--- config.mk ---
export PLATFORM = sky130hd
export DESIGN_NAME = nrg_merge
export DESIGN_NICKNAME = d
export VERILOG_FILES = /design/src/hdl/nth_regular_number_generator_macros.svh /design/src/hdl/nrg_pkg.sv /design/src/hdl/nrg_merge.sv
export SDC_FILE = /design/constraint.sdc
export NUM_CORES = 1
export LEC_CHECK = 0
export BUFFER_PORTS_ARGS = -buffer_cell sky130_fd_sc_hd__buf_2
export CORE_MARGIN = 2
export CORE_UTILIZATION = 30
export DETAILED_ROUTE_END_ITERATION = 7
export GPL_TIMING_DRIVEN = 0
export SLEW_MARGIN = 40
export SYNTH_ARGS = -nofsm -noshare
export SYNTH_HDL_FRONTEND = slang
export SYNTH_SLANG_ARGS = --single-unit
--- constraint.sdc ---
create_clock -name vclk -period 14.3
set_input_delay 2.145 -clock vclk [all_inputs]
set_output_delay 2.145 -clock vclk [all_outputs]
set_load 0.005 [all_outputs]
--- src/hdl/nth_regular_number_generator_macros.svh ---
// Assertion macros used by the block's top-level RTL
`ifndef NTH_REGULAR_NUMBER_GENERATOR_MACROS_SVH
`define NTH_REGULAR_NUMBER_GENERATOR_MACROS_SVH

`ifndef SYNTHESIS
// property that must hold at every edge out of reset
`define NRG_ASSERT_ALWAYS(lbl, clk, rst_n, prop, msg) \
    lbl: assert property (@(posedge clk) disable iff (!(rst_n)) (prop)) else $error(msg);
// pre in one cycle implies post in the next
`define NRG_ASSERT_NEXT(lbl, clk, rst_n, pre, post, msg) \
    lbl: assert property (@(posedge clk) disable iff (!(rst_n)) (pre) |=> (post)) \
        else $error(msg);
`else
`define NRG_ASSERT_ALWAYS(lbl, clk, rst_n, prop, msg)
`define NRG_ASSERT_NEXT(lbl, clk, rst_n, pre, post, msg)
`endif

`endif

--- src/hdl/nrg_pkg.sv ---
package nrg_pkg;

    // controller states
    typedef enum logic [1:0] {
        ST_IDLE,
        ST_CHECK,
        ST_FETCH,
        ST_RESULT
    } t_state;

    // which of the three merge pointers
    typedef enum logic [1:0] {
        LANE_TWO,
        LANE_THREE,
        LANE_FIVE
    } t_lane;

    // one flag per pointer
    typedef struct packed {
        logic five;
        logic three;
        logic two;
    } t_lane_mask;

    localparam int unsigned INDEX_W = 12;
    localparam int unsigned OUT_W   = 63;

    localparam int unsigned MUL_TWO   = 2;
    localparam int unsigned MUL_THREE = 3;
    localparam int unsigned MUL_FIVE  = 5;

endpackage

--- src/hdl/nrg_merge.sv ---
module nrg_merge
    import nrg_pkg::*;
#(
    parameter int unsigned WIDTH = 64
) (
    input  logic [WIDTH-1:0] i_rdata,
    input  t_lane            i_sel,
    input  logic [WIDTH-1:0] i_prod_two,
    input  logic [WIDTH-1:0] i_prod_three,
    input  logic [WIDTH-1:0] i_prod_five,
    output logic [WIDTH-1:0] o_scaled,
    output logic [WIDTH-1:0] o_min,
    output t_lane_mask       o_hit
);

    localparam logic [WIDTH-1:0] VMAX      = '1;
    localparam logic [WIDTH-1:0] LIM_TWO   = VMAX / MUL_TWO;
    localparam logic [WIDTH-1:0] LIM_THREE = VMAX / MUL_THREE;
    localparam logic [WIDTH-1:0] LIM_FIVE  = VMAX / MUL_FIVE;

    logic [WIDTH-1:0] sat_two;
    logic [WIDTH-1:0] sat_three;
    logic [WIDTH-1:0] sat_five;
    logic [WIDTH-1:0] min_a;

    // saturating constant multiplies of the fetched word
    assign sat_two   = (i_rdata > LIM_TWO)   ? VMAX : i_rdata * WIDTH'(MUL_TWO);
    assign sat_three = (i_rdata > LIM_THREE) ? VMAX : i_rdata * WIDTH'(MUL_THREE);
    assign sat_five  = (i_rdata > LIM_FIVE)  ? VMAX : i_rdata * WIDTH'(MUL_FIVE);

    always_comb begin
        unique case (i_sel)
            LANE_TWO:   o_scaled = sat_two;
            LANE_THREE: o_scaled = sat_three;
            LANE_FIVE:  o_scaled = sat_five;
            default:    o_scaled = sat_two;
        endcase
    end

    // least of the cached products and which pointers match it
    assign min_a = (i_prod_three < i_prod_two) ? i_prod_three : i_prod_two;
    assign o_min = (i_prod_five < min_a) ? i_prod_five : min_a;

    assign o_hit.two   = (i_prod_two   == o_min);
    assign o_hit.three = (i_prod_three == o_min);
    assign o_hit.five  = (i_prod_five  == o_min);

endmodule

* Yosys cells after proc, flatten, opt, wreduce, memory -nomap -nowiden
Cells that the tools add are included.
** Cells by class
- Multipliers :: 2
- $lt $le $gt $ge :: 5
- Eq/ne operators :: 5
- Muxes and demuxes :: 6
** Operators with widths (number)
- 2-to-1 mux 64 bit :: 5
- equality test 64 bit :: 3
- greater-than comparator 64 x 63 -> 1 bit, second input constant :: 2
- less-than comparator 64 bit :: 2
- one-hot mux 64 bit (2 select lines) :: 1
- greater-than comparator 64 x 62 -> 1 bit, second input constant :: 1
- multiplier 64 x 2 -> 64 bit, second input constant :: 1
- multiplier 64 x 3 -> 64 bit, second input constant :: 1
- equality test 2 x 1 -> 1 bit, second input constant :: 1
- equality test 2 bit, second input constant :: 1
** Word-level totals
- Flip-flop bits (word level) :: 0
- Output and inout port bits :: 131
- Word-level logic and storage cells :: 18

* Depth between registers and ports, before layout
- Depth after elaboration :: 5
- Depth in mapped cells :: 30
- Depth with buffers taken out :: 23

* Worst setup path after synthesis
Ideal clock, no wire load.
- Path kind :: in2out
- Start point :: input port i_prod_two[51]
- End point :: output port o_hit[0] in the netlist's numbering
- Arrival :: 8.216 ns
- Path slack :: 3.939 ns
- Stages on the path :: 29
- Buffers on the path :: 6
- Cells stage by stage :: inv_1 -> ha_1 -> a21oi_1 -> o21a_1 -> o211ai_1 -> a221o_1 -> a311oi_1 -> and3_1 -> buf_6 -> buf_6 -> buf_6 -> buf_6 -> mux2i_1 -> ha_1 -> a21o_1 -> a211o_1 -> o221ai_1 -> a2111oi_0 -> a21o_1 -> a2111oi_1 -> o21ai_1 -> clkbuf_1 -> clkbuf_1 -> nor3_1 -> nor3_1 -> nand4b_1 -> or4_1 -> nor4b_1 -> and4b_1
** RTL lines
- start: declaration :: line nrg_merge.sv:8 : input logic [WIDTH-1:0] i_prod_two,
- end: declaration :: line nrg_merge.sv:13 : output t_lane_mask o_hit

==> impl_results.md <==
- First-pass GRT wire length: 133,000 um
- Violations in the final reports: negative setup slack
- Power Total: 1.18 mW
- Part of the cycle the worst path needs: 101%
- Nets: roughly 3,600
- FILL cells: 6,384
- Global-route usage over all layers: 29.3%
- DR WL/cell: 25.3 um
- Arr. time, crit path: 12,280 ps
- CP max-delay cell: a311oi_2
- Post-synthesis sequential area ratio: 0%
- Seq_cells: 0
- Clk_buf instances: 0
- Slew Limit Fails: 0
- Worst-path fanout max: 10
- Status: finished, violations left
- Post-DP Area: 20,500 um^2
- Vias in the first global route: 20,100
- Worst Tran Pin Value: 883 ps
- CP required: 12,150 ps
- Pre-antenna DRT Iters: 5
- Crit path kind: primary input to primary output
- I/O Buffers: 389
- GPL Wtd Cong: around 1.1
- Fin cells: 3,703
- Die height: 246 um
- Placed wire-length estimate: 80,100 um
- Initial drt markers: ~2,200
- CP Capture Type: primary output
- Number of placed I/O pins: 389
- Detailed Route WL: 93,800 um
- Fin Hold WS: approximately 4700 ps
- Leakage: around 10 nW
- Via/cell ratio: 5.91
- P&R area growth vs syn: 17.0%
- Max VDD drop: 0.0251 mV
- Startpoint Class: primary input
- DRC viols: 0
- Die X: 246 um
- Max frequency: 0.0693 GHz
- Placed Instances: 3,692
- Routed Antenna Nets: 0
- Mapped Cells: 2,538
- Final Setup Violations: 1
- Yosys warning total: 0
- Yosys cell types: between 80 and 90
- Synth Cell Area: 17,600 um^2
- Largest net degree at the start of global routing: 11
- Layout cells sized above 1: around 16%
- Initial antenna violation count: 16
- Row count: 88
- Final hold violations: 0
- Max-Cap Viols: 0
- Worst hold-check path type: primary input to primary output
- Unrepaired setup endpoints after global routing: false
- Total core area: 57,800 um^2
- Crit path time final: 14,430 ps
- Effective utilization at floorplan: 30.5%
- Slowest cell delay on critical path: 640 ps
- Mapped Nets: 3,167
- Slew margin rel.: 39.4%
- Setup WS post-layout: -129 ps
- Grt ovf: 0
- Mapped Avg Cell Area: 6.94 um^2
- P per Cell Area: approximately 57 nW/um^2
- Reg area: 0 um^2
- Die footprint: between 60,000 and 70,000 um^2
- Design Area, Final: 20,600 um^2
- Vias: 21,900
- Final Util: between 30% and 40%
- Hold Buf Count CTS: 0
## cells in the mapped netlist, types with 12 or more instances
library cell | n | area (um^2)
o21bai_1 | 32 | 240
mux2i_2 | 12 | 165
a211oi_1 | 30 | 225
inv_1 | 202 | 758
nand4b_1 | 20 | 175
clkbuf_1 | 59 | 221
and3_1 | 26 | 163
mux2i_1 | 45 | 450
nor3_1 | 99 | 495
nor2_1 | 205 | 769
nand2_1 | 117 | 439
or3_1 | 33 | 206
nand2b_1 | 12 | 75.1
xor2_1 | 52 | 455
o21ai_0 | 258 | 1290
a31oi_1 | 62 | 388
nand3_1 | 45 | 225
nor2b_1 | 22 | 138
xnor2_1 | 138 | 1210
a221oi_1 | 13 | 114
a21o_1 | 74 | 556
ha_1 | 369 | 4620
a21oi_1 | 199 | 996
nand4_1 | 55 | 344
o21a_1 | 55 | 413
o22ai_1 | 29 | 181
o21ai_1 | 14 | 70.1
o211ai_1 | 13 | 97.6
and2_1 | 14 | 87.6
nor4_1 | 34 | 213
## power breakdown
part | internal (mW) | switching (mW)
combinational | 0.430 | 0.749
sequential | 0 | 0
clock | 0.000000103 | 0
## cells by family after synthesis
logic type                 after synthesis  synth area share (%)
and+or+nand+nor                        727                  21.2
AOI/OAI and AO/OA                      900                  32.0
adders and majority gates              371                  26.5
xor gates and xnor gates               190                  9.45
buffers and inverters                  286                  6.60
muxes                                   64                  4.33
## final cells by class
class	instances	area [um^2]	area share, %
multi-input combinational	2252	16500	80.1
timing repair buffer	389	1950	9.45
tap	765	957	4.65
inverter	202	758	3.68
buffer	84	410	1.99
antenna	11	27.5	0.134
## cells in the final DEF, fill, tap and decap left out, drive strengths merged, types with 9 or more instances in the layout
cell     netlist  layout
a21boi         9       9
nand2b        12      12
or3           33      33
inv          202     202
o21bai        32      32
buf           25     414
a22oi         10      10
a221oi        13      13
a211oi        31      31
diode          0      11
ha           369     369
xor2          52      52
a21oi        201     201
nor3          99      99
nand2        118     118
nor2b         22      22
nand4b        20      20
a21o          74      74
and3          26      26
xnor2        138     138
o22ai         29      29
o211ai        13      13
nand4         57      57
o21a          56      56
nor2         205     205
nor4          37      37
and2          14      14
o221ai        11      11
o21ai        281     281
nand3         45      45
o2111ai       10      10
clkbuf        59      59
mux2i         63      63
a31oi         63      63
## critical path, delay by kind of cell
family | cells | cell delay, ps
AND/OR/NAND/NOR | 11 | 3950
AO/OA/AOI/OAI | 7 | 2290
adder cells (fa/ha/maj) | 2 | 560
buffers and inverters | 10 | 2700
multiplexers | 1 | 580
## layer usage
metal  vias to the layer above  GRT usage (%)  wire [um]  share of wire [%]
met3                       229           4.88       8680                9.3
met1                     10300           40.0      40400                 43
li1                      10300              -          -                  -
met4                        10           12.5       4580                4.9
met2                      1069           45.1      40100                 43
met5                         -              0         71              0.076
## timing repair
action,in CTS,in global routing
gates resized for setup,3,4
setup buffers,0,0
setup endpoints to repair,1,1
## stage by stage
stage	setup WS (ps)	TNS, ps
global route	55.5	0
floorplan	3940	0
finish	-129	-129
detailed placement	-542	-542
global placement	-1810	-2130
CTS	94.6	0
## final timing paths
path                        from     endpoint  slack (ps)  cells after the start
setup / recovery  i_prod_two[54]     o_hit[0]        -130                     31
hold / removal        i_rdata[0]  o_scaled[1]        4690                      4
(Power assumes the default switching activity.)
